==> config.mk <==
export PLATFORM = sky130hd
export DESIGN_NAME = motor_current_pi_controller
export DESIGN_NICKNAME = d
export VERILOG_FILES = /design/src/hw/rtl/mcpi_pkg.sv /design/src/hw/rtl/motor_current_pi_controller.sv /design/src/hw/rtl/mcpi_ctl.sv /design/src/hw/rtl/mcpi_pi_path.sv /design/src/hw/rtl/mcpi_duty_scale.sv /design/src/hw/rtl/mcpi_out_buf.sv
export SDC_FILE = /design/constraint.sdc
export NUM_CORES = 2
export LEC_CHECK = 0
export ABC_CLOCK_PERIOD_IN_PS = 25100
export CORE_ASPECT_RATIO = 0.7
export CORE_UTILIZATION = 45
export DETAILED_ROUTE_END_ITERATION = 10
export DONT_BUFFER_PORTS = 1
export GPL_ROUTABILITY_DRIVEN = 0
export MAX_ROUTING_LAYER = met4
export PLACE_DENSITY = 0.66
export RECOVER_POWER = 50
export SLEW_MARGIN = 25
export SYNTH_ARGS = -nofsm -noshare
export SYNTH_HDL_FRONTEND = slang
export SYNTH_SLANG_ARGS = --single-unit
==> constraint.sdc <==
create_clock -name clk -period 25.1 [get_ports clk]
set_clock_uncertainty 0.1 [all_clocks]
set_input_delay 1.255 -clock clk [delete_from_list [all_inputs] [get_ports clk]]
set_output_delay 1.255 -clock clk [all_outputs]
set_load 0.05 [all_outputs]
==> src/hw/rtl/mcpi_pkg.sv <==
`timescale 1ns / 1ps

package mcpi_pkg;

  localparam int DEF_PWM_PERIOD_MINUS_ONE = 3999;
  localparam int DEF_GAIN_FRAC_BITS       = 16;

  localparam int IN_DATA_W  = 40;
  localparam int OUT_DATA_W = 56;
  localparam int CFG_IDX_W  = 3;
  localparam int CFG_DATA_W = 24;

  localparam logic [23:0] RST_PROP_GAIN      = 24'd19661;
  localparam logic [23:0] RST_INT_GAIN       = 24'd1966;
  localparam logic [11:0] RST_INTEGRAL_LIMIT = 12'd3333;
  localparam logic [11:0] RST_TEST_AMPLITUDE = 12'd200;
  localparam logic [6:0]  RST_TEST_LENGTH    = 7'd99;
  localparam logic [6:0]  RST_TEST_FLIP      = 7'd25;

  typedef enum logic [1:0] {
    ACT_TICK     = 2'd0,
    ACT_SET_REF  = 2'd1,
    ACT_SET_MODE = 2'd2,
    ACT_SET_PWM  = 2'd3
  } action_t;

  typedef enum logic [2:0] {
    MODE_IDLE  = 3'd0,
    MODE_PWM   = 3'd1,
    MODE_TEST  = 3'd2,
    MODE_HOLD  = 3'd3,
    MODE_TRACK = 3'd4
  } mode_t;

  typedef enum logic [CFG_IDX_W-1:0] {
    CFG_PROP_GAIN      = 3'd0,
    CFG_INT_GAIN       = 3'd1,
    CFG_INTEGRAL_LIMIT = 3'd2,
    CFG_TEST_AMPLITUDE = 3'd3,
    CFG_TEST_LENGTH    = 3'd4,
    CFG_TEST_FLIP      = 3'd5
  } cfg_idx_t;

  typedef struct packed {
    logic [23:0] prop_gain;
    logic [23:0] int_gain;
    logic [11:0] integral_limit;
    logic [11:0] test_amplitude;
    logic [6:0]  test_length;
    logic [6:0]  test_flip_interval;
  } cfg_t;

  // how a word acts on the held duty and direction
  typedef struct packed {
    logic       pi;
    logic       upd_duty;
    logic       upd_rev;
    logic       rev_cmd;
    logic [6:0] pct_mag;
  } drive_ctl_t;

  typedef struct packed {
    mode_t              mode_now;
    logic               command_ok;
    logic               sample_valid;
    logic [6:0]         sample_index;
    logic signed [12:0] sample_measured;
    logic signed [12:0] sample_reference;
  } info_t;

  typedef struct packed {
    logic                  user;
    logic [OUT_DATA_W-1:0] data;
  } out_word_t;

endpackage

==> src/hw/rtl/motor_current_pi_controller.sv <==
`timescale 1ns / 1ps

// Motor current PI regulator. One word per clock is accepted while in_tready
// is high, and one result word is returned for each, in order. The rate is
// set by the control stage, which reads and updates the integral, reference,
// mode and test counters from each word before the next word reaches it; the
// gain multiplies, saturation and duty scaling follow in registered stages
// behind it. in_tready depends only on the fill of a two-word output buffer.
// in_tuser carries the action code; out_tuser is set when a test sample was
// taken. Configuration registers are written through cfg_we/cfg_index/cfg_data
// and must only change while no words are in flight.

module motor_current_pi_controller #(
  parameter int PWM_PERIOD_MINUS_ONE = mcpi_pkg::DEF_PWM_PERIOD_MINUS_ONE,
  parameter int GAIN_FRAC_BITS       = mcpi_pkg::DEF_GAIN_FRAC_BITS
) (
  input  logic                            clk,
  input  logic                            rst_n,
  input  logic                            in_tvalid,
  output logic                            in_tready,
  // measured_current, reference_value, new_mode, pwm_percent, zero pad
  input  logic [mcpi_pkg::IN_DATA_W-1:0]  in_tdata,
  // action
  input  logic [1:0]                      in_tuser,
  output logic                            out_tvalid,
  input  logic                            out_tready,
  // duty_compare, reverse_drive, mode_now, command_ok, sample_index,
  // sample_measured, sample_reference, zero pad
  output logic [mcpi_pkg::OUT_DATA_W-1:0] out_tdata,
  // sample_valid
  output logic                            out_tuser,
  input  logic                            cfg_we,
  input  logic [mcpi_pkg::CFG_IDX_W-1:0]  cfg_index,
  input  logic [mcpi_pkg::CFG_DATA_W-1:0] cfg_data
);
  import mcpi_pkg::*;

  cfg_t       cfg_r;
  logic       en;

  logic               s1_valid;
  logic signed [13:0] s1_err;
  logic signed [12:0] s1_acc;
  drive_ctl_t         s1_drive;
  info_t              s1_info;

  logic                      s4_valid;
  logic [GAIN_FRAC_BITS+6:0] s4_mag;
  logic                      s4_rev;
  logic                      s4_upd_duty;
  logic                      s4_upd_rev;
  info_t                     s4_info;

  logic       push;
  out_word_t  push_word;

  always_ff @(posedge clk) begin
    if (!rst_n) begin
      cfg_r.prop_gain          <= RST_PROP_GAIN;
      cfg_r.int_gain           <= RST_INT_GAIN;
      cfg_r.integral_limit     <= RST_INTEGRAL_LIMIT;
      cfg_r.test_amplitude     <= RST_TEST_AMPLITUDE;
      cfg_r.test_length        <= RST_TEST_LENGTH;
      cfg_r.test_flip_interval <= RST_TEST_FLIP;
    end else if (cfg_we) begin
      unique case (cfg_idx_t'(cfg_index))
        CFG_PROP_GAIN:      cfg_r.prop_gain          <= cfg_data;
        CFG_INT_GAIN:       cfg_r.int_gain           <= cfg_data;
        CFG_INTEGRAL_LIMIT: cfg_r.integral_limit     <= cfg_data[11:0];
        CFG_TEST_AMPLITUDE: cfg_r.test_amplitude     <= cfg_data[11:0];
        CFG_TEST_LENGTH:    cfg_r.test_length        <= cfg_data[6:0];
        CFG_TEST_FLIP:      cfg_r.test_flip_interval <= cfg_data[6:0];
        default: ;
      endcase
    end
  end

  assign in_tready = en;

  mcpi_ctl u_ctl (
    .clk       (clk),
    .rst_n     (rst_n),
    .en        (en),
    .in_valid  (in_tvalid),
    .in_action (in_tuser),
    .in_data   (in_tdata),
    .cfg       (cfg_r),
    .s1_valid  (s1_valid),
    .s1_err    (s1_err),
    .s1_acc    (s1_acc),
    .s1_drive  (s1_drive),
    .s1_info   (s1_info)
  );

  mcpi_pi_path #(
    .GAIN_FRAC_BITS (GAIN_FRAC_BITS)
  ) u_pi_path (
    .clk         (clk),
    .rst_n       (rst_n),
    .en          (en),
    .cfg         (cfg_r),
    .s1_valid    (s1_valid),
    .s1_err      (s1_err),
    .s1_acc      (s1_acc),
    .s1_drive    (s1_drive),
    .s1_info     (s1_info),
    .s4_valid    (s4_valid),
    .s4_mag      (s4_mag),
    .s4_rev      (s4_rev),
    .s4_upd_duty (s4_upd_duty),
    .s4_upd_rev  (s4_upd_rev),
    .s4_info     (s4_info)
  );

  mcpi_duty_scale #(
    .PWM_PERIOD_MINUS_ONE (PWM_PERIOD_MINUS_ONE),
    .GAIN_FRAC_BITS       (GAIN_FRAC_BITS)
  ) u_duty_scale (
    .clk         (clk),
    .rst_n       (rst_n),
    .en          (en),
    .s4_valid    (s4_valid),
    .s4_mag      (s4_mag),
    .s4_rev      (s4_rev),
    .s4_upd_duty (s4_upd_duty),
    .s4_upd_rev  (s4_upd_rev),
    .s4_info     (s4_info),
    .push        (push),
    .push_word   (push_word)
  );

  mcpi_out_buf u_out_buf (
    .clk        (clk),
    .rst_n      (rst_n),
    .push       (push),
    .push_word  (push_word),
    .room       (en),
    .out_tvalid (out_tvalid),
    .out_tready (out_tready),
    .out_tdata  (out_tdata),
    .out_tuser  (out_tuser)
  );

endmodule

==> src/hw/rtl/mcpi_ctl.sv <==
`timescale 1ns / 1ps

module mcpi_ctl (
  input  logic                       clk,
  input  logic                       rst_n,
  input  logic                       en,
  input  logic                       in_valid,
  input  logic [1:0]                 in_action,
  input  logic [mcpi_pkg::IN_DATA_W-1:0] in_data,
  input  mcpi_pkg::cfg_t             cfg,
  output logic                       s1_valid,
  output logic signed [13:0]         s1_err,
  output logic signed [12:0]         s1_acc,
  output mcpi_pkg::drive_ctl_t       s1_drive,
  output mcpi_pkg::info_t            s1_info
);
  import mcpi_pkg::*;

  localparam logic signed [12:0] REF_MIN = {1'b1, 12'b0};
  localparam logic signed [12:0] REF_MAX = {1'b0, {12{1'b1}}};

  // input register
  logic               s0_valid_r;
  action_t            s0_action_r;
  logic signed [12:0] s0_meas_r;
  logic signed [12:0] s0_refv_r;
  logic [2:0]         s0_mode_r;
  logic signed [7:0]  s0_pct_r;

  // loop state
  logic signed [12:0] int_r, int_nxt;
  logic signed [12:0] ref_r, ref_nxt;
  mode_t              mode_r, mode_nxt;
  logic [6:0]         step_r, step_nxt;
  logic [6:0]         phase_r, phase_nxt;

  logic               s1_valid_r;
  logic signed [13:0] s1_err_r;
  logic signed [12:0] s1_acc_r;
  drive_ctl_t         s1_drive_r;
  info_t              s1_info_r;

  logic signed [12:0] ref_t;
  logic [6:0]         phase_t;
  logic [6:0]         phase_inc;
  logic               run;
  logic               pi;
  logic signed [13:0] err;
  logic signed [14:0] acc_sum;
  logic signed [14:0] lim_pos;
  logic signed [14:0] lim_neg;
  logic signed [12:0] acc_clamp;
  logic signed [7:0]  pct_abs;
  drive_ctl_t         drive;
  info_t              info;

  always_ff @(posedge clk) begin
    if (!rst_n) begin
      s0_valid_r <= 1'b0;
    end else if (en) begin
      s0_valid_r <= in_valid;
    end
  end

  always_ff @(posedge clk) begin
    if (en) begin
      s0_action_r <= action_t'(in_action);
      s0_meas_r   <= in_data[12:0];
      s0_refv_r   <= in_data[25:13];
      s0_mode_r   <= in_data[28:26];
      s0_pct_r    <= in_data[36:29];
    end
  end

  always_comb begin
    int_nxt   = int_r;
    ref_nxt   = ref_r;
    mode_nxt  = mode_r;
    step_nxt  = step_r;
    phase_nxt = phase_r;
    ref_t     = ref_r;
    phase_t   = phase_r;
    phase_inc = '0;
    run       = 1'b0;
    pi        = 1'b0;
    drive     = '0;
    info      = '0;
    info.command_ok = 1'b1;
    pct_abs   = s0_pct_r[7] ? -s0_pct_r : s0_pct_r;

    unique case (s0_action_r)
      ACT_TICK: begin
        unique case (mode_r) inside
          MODE_IDLE: drive.upd_duty = 1'b1;   // magnitude zero, direction kept
          MODE_TEST: begin
            if (step_r == '0) begin
              ref_t   = {1'b0, cfg.test_amplitude};
              phase_t = '0;
              run     = 1'b1;
            end else if (step_r >= cfg.test_length) begin
              mode_nxt = MODE_IDLE;
              step_nxt = '0;
            end else begin
              run = 1'b1;
              if (cfg.test_flip_interval != '0 && phase_r == '0) begin
                ref_t = (ref_r == REF_MIN) ? REF_MAX : -ref_r;
              end
            end
          end
          MODE_HOLD, MODE_TRACK: pi = 1'b1;
          MODE_PWM: ;
          default: ;
        endcase
      end
      ACT_SET_REF: ref_nxt = s0_refv_r;
      ACT_SET_MODE: begin
        if (s0_mode_r <= MODE_TRACK) begin
          mode_nxt = mode_t'(s0_mode_r);
        end else begin
          info.command_ok = 1'b0;
        end
      end
      ACT_SET_PWM: begin
        if (s0_pct_r > 8'sd100 || s0_pct_r < -8'sd100) begin
          info.command_ok = 1'b0;
        end else begin
          drive.upd_duty = 1'b1;
          drive.upd_rev  = 1'b1;
          drive.rev_cmd  = s0_pct_r[7];
          drive.pct_mag  = pct_abs[6:0];
          mode_nxt       = MODE_PWM;
        end
      end
    endcase

    if (run) begin
      pi                    = 1'b1;
      info.sample_valid     = 1'b1;
      info.sample_index     = step_r;
      info.sample_measured  = s0_meas_r;
      info.sample_reference = ref_t;
      ref_nxt               = ref_t;
      step_nxt              = step_r + 7'd1;
      phase_inc             = phase_t + 7'd1;
      phase_nxt             = (phase_inc >= cfg.test_flip_interval) ? 7'd0 : phase_inc;
    end

    err     = {ref_t[12], ref_t} - {s0_meas_r[12], s0_meas_r};
    acc_sum = {{2{int_r[12]}}, int_r} + {err[13], err};
    lim_pos = {3'b000, cfg.integral_limit};
    lim_neg = -lim_pos;
    if (acc_sum > lim_pos) begin
      acc_clamp = lim_pos[12:0];
    end else if (acc_sum < lim_neg) begin
      acc_clamp = lim_neg[12:0];
    end else begin
      acc_clamp = acc_sum[12:0];
    end

    if (pi) begin
      int_nxt        = acc_clamp;
      drive.pi       = 1'b1;
      drive.upd_duty = 1'b1;
      drive.upd_rev  = 1'b1;
    end

    info.mode_now = mode_nxt;
  end

  always_ff @(posedge clk) begin
    if (!rst_n) begin
      int_r   <= '0;
      ref_r   <= '0;
      mode_r  <= MODE_IDLE;
      step_r  <= '0;
      phase_r <= '0;
    end else if (en && s0_valid_r) begin
      int_r   <= int_nxt;
      ref_r   <= ref_nxt;
      mode_r  <= mode_nxt;
      step_r  <= step_nxt;
      phase_r <= phase_nxt;
    end
  end

  always_ff @(posedge clk) begin
    if (!rst_n) begin
      s1_valid_r <= 1'b0;
    end else if (en) begin
      s1_valid_r <= s0_valid_r;
    end
  end

  always_ff @(posedge clk) begin
    if (en) begin
      s1_err_r   <= err;
      s1_acc_r   <= acc_clamp;
      s1_drive_r <= drive;
      s1_info_r  <= info;
    end
  end

  assign s1_valid = s1_valid_r;
  assign s1_err   = s1_err_r;
  assign s1_acc   = s1_acc_r;
  assign s1_drive = s1_drive_r;
  assign s1_info  = s1_info_r;

endmodule

==> src/hw/rtl/mcpi_pi_path.sv <==
`timescale 1ns / 1ps

module mcpi_pi_path #(
  parameter int GAIN_FRAC_BITS = mcpi_pkg::DEF_GAIN_FRAC_BITS
) (
  input  logic                          clk,
  input  logic                          rst_n,
  input  logic                          en,
  input  mcpi_pkg::cfg_t                cfg,
  input  logic                          s1_valid,
  input  logic signed [13:0]            s1_err,
  input  logic signed [12:0]            s1_acc,
  input  mcpi_pkg::drive_ctl_t          s1_drive,
  input  mcpi_pkg::info_t               s1_info,
  output logic                          s4_valid,
  output logic [GAIN_FRAC_BITS+6:0]     s4_mag,
  output logic                          s4_rev,
  output logic                          s4_upd_duty,
  output logic                          s4_upd_rev,
  output mcpi_pkg::info_t               s4_info
);
  import mcpi_pkg::*;

  localparam int MAG_W = GAIN_FRAC_BITS + 7;
  localparam int U_W   = 40;
  localparam logic [U_W-1:0] MAG_FULL = U_W'(100) << GAIN_FRAC_BITS;

  logic signed [38:0] pp_nxt;
  logic signed [37:0] ip_nxt;

  logic               s2_valid_r;
  logic signed [38:0] s2_pp_r;
  logic signed [37:0] s2_ip_r;
  drive_ctl_t         s2_drive_r;
  info_t              s2_info_r;

  logic               s3_valid_r;
  logic signed [U_W-1:0] s3_u_r;
  drive_ctl_t         s3_drive_r;
  info_t              s3_info_r;

  logic               s4_valid_r;
  logic [MAG_W-1:0]   s4_mag_r;
  logic               s4_rev_r;
  logic               s4_upd_duty_r;
  logic               s4_upd_rev_r;
  info_t              s4_info_r;

  logic [U_W-1:0]     u_abs;
  logic [U_W-1:0]     u_sat;
  logic [MAG_W-1:0]   mag_cmd;

  assign pp_nxt = $signed({1'b0, cfg.prop_gain}) * s1_err;
  assign ip_nxt = $signed({1'b0, cfg.int_gain}) * s1_acc;

  // magnitude saturates at 100 % in gain fixed point
  assign u_abs   = s3_u_r[U_W-1] ? -s3_u_r : s3_u_r;
  assign u_sat   = (u_abs > MAG_FULL) ? MAG_FULL : u_abs;
  assign mag_cmd = MAG_W'(s3_drive_r.pct_mag) << GAIN_FRAC_BITS;

  always_ff @(posedge clk) begin
    if (!rst_n) begin
      s2_valid_r <= 1'b0;
      s3_valid_r <= 1'b0;
      s4_valid_r <= 1'b0;
    end else if (en) begin
      s2_valid_r <= s1_valid;
      s3_valid_r <= s2_valid_r;
      s4_valid_r <= s3_valid_r;
    end
  end

  always_ff @(posedge clk) begin
    if (en) begin
      s2_pp_r       <= pp_nxt;
      s2_ip_r       <= ip_nxt;
      s2_drive_r    <= s1_drive;
      s2_info_r     <= s1_info;
      s3_u_r        <= {s2_pp_r[38], s2_pp_r} + {{2{s2_ip_r[37]}}, s2_ip_r};
      s3_drive_r    <= s2_drive_r;
      s3_info_r     <= s2_info_r;
      s4_mag_r      <= s3_drive_r.pi ? u_sat[MAG_W-1:0] : mag_cmd;
      s4_rev_r      <= s3_drive_r.pi ? s3_u_r[U_W-1] : s3_drive_r.rev_cmd;
      s4_upd_duty_r <= s3_drive_r.upd_duty;
      s4_upd_rev_r  <= s3_drive_r.upd_rev;
      s4_info_r     <= s3_info_r;
    end
  end

  assign s4_valid    = s4_valid_r;
  assign s4_mag      = s4_mag_r;
  assign s4_rev      = s4_rev_r;
  assign s4_upd_duty = s4_upd_duty_r;
  assign s4_upd_rev  = s4_upd_rev_r;
  assign s4_info     = s4_info_r;

  mag_in_range: assert property (@(posedge clk) disable iff (!rst_n)
    s4_valid_r |-> ({{(U_W-MAG_W){1'b0}}, s4_mag_r} <= MAG_FULL))
    else $error("duty magnitude above full scale");

endmodule

==> src/hw/rtl/mcpi_duty_scale.sv <==
`timescale 1ns / 1ps

module mcpi_duty_scale #(
  parameter int PWM_PERIOD_MINUS_ONE = mcpi_pkg::DEF_PWM_PERIOD_MINUS_ONE,
  parameter int GAIN_FRAC_BITS       = mcpi_pkg::DEF_GAIN_FRAC_BITS
) (
  input  logic                      clk,
  input  logic                      rst_n,
  input  logic                      en,
  input  logic                      s4_valid,
  input  logic [GAIN_FRAC_BITS+6:0] s4_mag,
  input  logic                      s4_rev,
  input  logic                      s4_upd_duty,
  input  logic                      s4_upd_rev,
  input  mcpi_pkg::info_t           s4_info,
  output logic                      push,
  output mcpi_pkg::out_word_t       push_word
);
  import mcpi_pkg::*;

  localparam int MAG_W   = GAIN_FRAC_BITS + 7;
  localparam int PERIOD  = PWM_PERIOD_MINUS_ONE + 1;
  localparam int PW      = $clog2(PERIOD + 1);
  // duty = floor(mag * PERIOD / (100 << F)) = floor((mag * PERIOD >> (F + 2)) / 25)
  localparam int X_W       = PW + 5;
  localparam int RECIP_SH  = 32;
  localparam int RECIP_W   = 28;
  localparam longint unsigned RECIP = ((64'd1 << RECIP_SH) + 64'd24) / 64'd25;
  localparam logic [RECIP_W-1:0] RECIP_M = RECIP_W'(RECIP);
  localparam int Q_W     = X_W + RECIP_W - RECIP_SH;

  logic [MAG_W+PW-1:0]     scaled;
  logic [X_W+RECIP_W-1:0]  qprod;

  logic               s5_valid_r;
  logic [X_W-1:0]     s5_x_r;
  logic               s5_rev_r;
  logic               s5_upd_duty_r;
  logic               s5_upd_rev_r;
  info_t              s5_info_r;

  logic               s6_valid_r;
  logic [Q_W-1:0]     s6_q_r;
  logic               s6_rev_r;
  logic               s6_upd_duty_r;
  logic               s6_upd_rev_r;
  info_t              s6_info_r;

  logic [11:0]        duty_r;
  logic               rev_r;
  logic [Q_W+11:0]    q_ext;
  logic [11:0]        duty_res;
  logic               rev_res;

  assign scaled = s4_mag * PW'(PERIOD);
  assign qprod  = s5_x_r * RECIP_M;

  always_ff @(posedge clk) begin
    if (!rst_n) begin
      s5_valid_r <= 1'b0;
      s6_valid_r <= 1'b0;
    end else if (en) begin
      s5_valid_r <= s4_valid;
      s6_valid_r <= s5_valid_r;
    end
  end

  always_ff @(posedge clk) begin
    if (en) begin
      s5_x_r        <= scaled[MAG_W+PW-1:GAIN_FRAC_BITS+2];
      s5_rev_r      <= s4_rev;
      s5_upd_duty_r <= s4_upd_duty;
      s5_upd_rev_r  <= s4_upd_rev;
      s5_info_r     <= s4_info;
      s6_q_r        <= qprod[X_W+RECIP_W-1:RECIP_SH];
      s6_rev_r      <= s5_rev_r;
      s6_upd_duty_r <= s5_upd_duty_r;
      s6_upd_rev_r  <= s5_upd_rev_r;
      s6_info_r     <= s5_info_r;
    end
  end

  // held duty and direction live here, so words that leave them alone
  // see every earlier update in order
  assign q_ext    = {12'b0, s6_q_r};
  assign duty_res = s6_upd_duty_r ? q_ext[11:0] : duty_r;
  assign rev_res  = s6_upd_rev_r ? s6_rev_r : rev_r;
  assign push     = en && s6_valid_r;

  always_ff @(posedge clk) begin
    if (!rst_n) begin
      duty_r <= '0;
      rev_r  <= 1'b0;
    end else if (push) begin
      duty_r <= duty_res;
      rev_r  <= rev_res;
    end
  end

  always_comb begin
    push_word.user = s6_info_r.sample_valid;
    push_word.data = {6'b0, s6_info_r.sample_reference, s6_info_r.sample_measured,
                      s6_info_r.sample_index, s6_info_r.command_ok,
                      s6_info_r.mode_now, rev_res, duty_res};
  end

  duty_in_range: assert property (@(posedge clk) disable iff (!rst_n)
    s6_valid_r |-> (s6_q_r <= Q_W'(PERIOD)))
    else $error("scaled duty above period");

endmodule

==> src/hw/rtl/mcpi_out_buf.sv <==
`timescale 1ns / 1ps

module mcpi_out_buf (
  input  logic                            clk,
  input  logic                            rst_n,
  input  logic                            push,
  input  mcpi_pkg::out_word_t             push_word,
  output logic                            room,
  output logic                            out_tvalid,
  input  logic                            out_tready,
  output logic [mcpi_pkg::OUT_DATA_W-1:0] out_tdata,
  output logic                            out_tuser
);
  import mcpi_pkg::*;

  out_word_t  slot_r [2];
  logic       wr_ptr_r;
  logic       rd_ptr_r;
  logic [1:0] cnt_r;
  logic       pop;

  // room looks at the fill count only, so ready never waits on out_tready
  assign room       = (cnt_r != 2'd2);
  assign out_tvalid = (cnt_r != 2'd0);
  assign pop        = out_tvalid && out_tready;
  assign out_tdata  = slot_r[rd_ptr_r].data;
  assign out_tuser  = slot_r[rd_ptr_r].user;

  always_ff @(posedge clk) begin
    if (push) begin
      slot_r[wr_ptr_r] <= push_word;
    end
  end

  always_ff @(posedge clk) begin
    if (!rst_n) begin
      wr_ptr_r <= 1'b0;
      rd_ptr_r <= 1'b0;
      cnt_r    <= 2'd0;
    end else begin
      if (push) wr_ptr_r <= ~wr_ptr_r;
      if (pop)  rd_ptr_r <= ~rd_ptr_r;
      case ({push, pop})
        2'b10:   cnt_r <= cnt_r + 2'd1;
        2'b01:   cnt_r <= cnt_r - 2'd1;
        default: cnt_r <= cnt_r;
      endcase
    end
  end

  cnt_bounded: assert property (@(posedge clk) disable iff (!rst_n)
    cnt_r != 2'd3)
    else $error("output buffer count out of range");

  no_push_when_full: assert property (@(posedge clk) disable iff (!rst_n)
    !(push && cnt_r == 2'd2))
    else $error("word pushed into full output buffer");

  ptrs_meet_when_empty: assert property (@(posedge clk) disable iff (!rst_n)
    (cnt_r == 2'd0) |-> (wr_ptr_r == rd_ptr_r))
    else $error("output buffer pointers disagree with count");

endmodule

==> results.json <==
{
  "cp_max_fo": 26,
  "synth_area_leaders": "edfxtp_1 29%, fa_1 23%, ha_1 12%",
  "cp.required_ns": 25.42,
  "worst_setup_path_end_kind": "flip-flop",
  "drtIter0Drc": 3115,
  "critical_path.slowest_cell": "a41oi_1",
  "hpwl_um": 106000,
  "path_common_cell": "o21ai_0",
  "grt_antenna_before_repair": 8,
  "clock_path_buffers": 3,
  "failed_checks": "capacitance limit, slew limit",
  "ys_ff_latch": 761,
  "viasPerCell": 5.30,
  "h-tree-depth": 3,
  "drc": 0,
  "synth.most_common_cell": "inv_1",
  "yosysTopAreaCell": "edfxtp_1",
  "placed_area_mm2": 0.0640,
  "design_area_mm2": 0.0665,
  "initial_core_util_pct": 45.6,
  "fin_setup_tns_ns": 0,
  "coreArea_mm2": 0.136,
  "worst_slew_pin_slew_ns": 4.15,
  "async_flop_share_pct": 0,
  "synth_common_cells": "884 x inv_1, 715 x fa_1, 675 x nand2_1",
  "synth_top_area_share_pct": 29.3,
  "critPathMaxStageDelay_ns": 0.91,
  "rows": 113,
  "syn_area_per_cell_um2": 10.8,
  "first_global_vias": 40300,
  "critPathKind": "flip-flop to flip-flop",
  "grt_usage_pct": 20.5,
  "ioPinCount": 133,
  "cts_tree": "built",
  "cp.arrival_ns": 10.71,
  "synth-edff-count": 607,
  "io_buffers": 0,
  "cts_setup_buffers": 0,
  "overflow": 0,
  "syn_to_final_growth_pct": 7.10,
  "ys_warn_count": 0,
  "die_w_um": 446,
  "ys_seq_area_share_pct": 34.3,
  "cts.sink_count": 761,
  "period_share_pct": 41.4,
  "ant_nets": 0,
  "setup_viol": 0,
  "fin_crit_ns": 10.40,
  "drv_cap": 6,
  "die_area_mm2": 0.140,
  "hold_buffers": 0,
  "dr.pass1.iters": 6,
  "grt_pass1_wl_um": 220000,
  "status": "complete, but fails checks",
  "timing_hold_violations_final": 0,
  "vias": 40300,
  "r2r_setup_slack_ns": 14.70,
  "wire_per_inst_um": 18.1,
  "nets": 7066,
  "drv_slew": 390,
  "ctsResizeCount": 0,
  "fmax_ghz": 0.0962,
  "synth_cells": 5755,
  "ys.flop_type": "edfxtp_1",
  "synth.distinct_cells": 84,
  "grt_max_degree": 90,
  "clk_pin_slew_ns": 0.08,
  "hp-class": "flip-flop to flip-flop",
  "rsz0062_at_grt": "no",
  "drive_above_1_share_pct": 4.34,
  "clock_latency_ns": 0.67,
  "netlist_area_mm2": 0.0621,
  "routed_wl_um": 137000,
  "slew-limit-headroom_pct": -177,
  "die_h_um": 313,
  "root_buffer": "clkbuf_16",
  "start_kind": "flip-flop",
  "numCtsBuffers": 76
}
cell families after synthesis:
logic type / after synthesis / share of synthesized area (%)
buf+inv: 1084 / 6.62
simple gates: 1570 / 12.0
fa+ha+maj: 1314 / 35.1
mux: 94 / 1.66
xor+xnor: 199 / 2.81
other cells: 1 / 0.00604
compound gates: 732 / 7.51
flops: 761 / 34.3
state kept, by name, indices dropped and copies added, names as in the netlist, 14 cells and up, named ones only:
signal                  cells
u_pi_path.s2_pp_r          39
u_out_buf.slot_r          102
u_pi_path.s4_mag           23
u_pi_path.s3_u_r           40
u_ctl.s1_err               14
u_duty_scale.s5_info_r     38
u_duty_scale.s5_x_r        17
u_pi_path.s3_info_r        38
cfg_r                      86
u_duty_scale.push_word     38
u_ctl.s1_info              38
u_pi_path.s2_info_r        38
u_pi_path.s2_ip_r          38
u_pi_path.s4_info          38
through the flow:
| step | worst slack [ns] | utilization, % | cells | hold slack, ns |
|---|---|---|---|---|
| 5_1_grt | 13.78 | 48.8 | 7589 | 0.319 |
| 6_report | 14.70 | 48.8 | 7594 | 0.312 |
| 2_1_floorplan | 5.90 | - | 5760 | 0.300 |
| 3_3_place_gp | 15.16 | 46.9 | 7435 | 0.301 |
| 4_1_cts | 14.89 | 48.8 | 7578 | 0.316 |
| 3_5_place_dp | 14.97 | 46.9 | 7437 | 0.305 |
layout make-up:
type,instances,area [µm²]
Tap cell,1840,2300
Sequential cell,761,21300
Clock inverter,48,507
Antenna cell,13,32.5
Multi-Input combinational cell,3915,36700
Clock buffer,93,2010
Inverter,885,3320
Fill cell,12300,69800
Timing Repair Buffer,39,324
worst max-delay path: cells and delay by family, from the launching register on:
| kind | cells | cell delay (ns) |
|---|---|---|
| mux | 1 | 0.26 |
| fa+ha+maj | 4 | 1.20 |
| simple gates | 9 | 2.14 |
| xor+xnor | 1 | 0.29 |
| compound gates | 22 | 5.61 |
| flops | 1 | 0.40 |
| buf+inv | 1 | 0.10 |
placed cells by master (no fill, tap or decap), drive strengths merged, types with 16 or more instances in the layout:
cell,synthesis,layout
inv,884,890
fa,715,715
nand2,676,676
edfxtp,607,607
ha,599,599
and2,282,282
a21oi,251,251
nor2,239,239
dfxtp,154,154
o21ai,130,130
xnor2,129,129
clkbuf,176,99
a21o,89,89
nand3,84,84
mux2,73,73
xor2,70,70
nand2b,66,66
nor3,61,61
nor2b,34,34
buf,23,33
o211ai,30,30
or3,30,30
clkinv,1,29
o21a,27,27
a211oi,26,26
o21bai,25,25
nand4,23,23
mux2i,21,21
and3,18,18
a31oi,16,16
layer usage:
| metal | track usage (%) | vias to the layer above | wire length, µm |
|---|---|---|---|
| met2 | 28.8 | 1157 | 57700 |
| met5 | - | - | 0 |
| met4 | 4.20 | 0 | 2470 |
| met1 | 29.8 | 20100 | 65200 |
| met3 | 5.34 | 161 | 11800 |
| li1 | - | 18800 | - |
worst paths after layout:
path	end	cells after the start	from
worst max-delay path	u_ctl.s1_acc[2]	38	u_ctl.step_r[0]
worst min-delay path	u_pi_path.s2_drive_r[8]	0	u_ctl.s1_drive[8]
worst max register to register	u_ctl.s1_acc[2]	38	u_ctl.step_r[0]
worst min register to register	u_pi_path.s2_drive_r[8]	0	u_ctl.s1_drive[8]
Power is left out: the tool's default activity adds up to more than one toggle a clock period on the data nets, which glitch-free logic cannot reach.
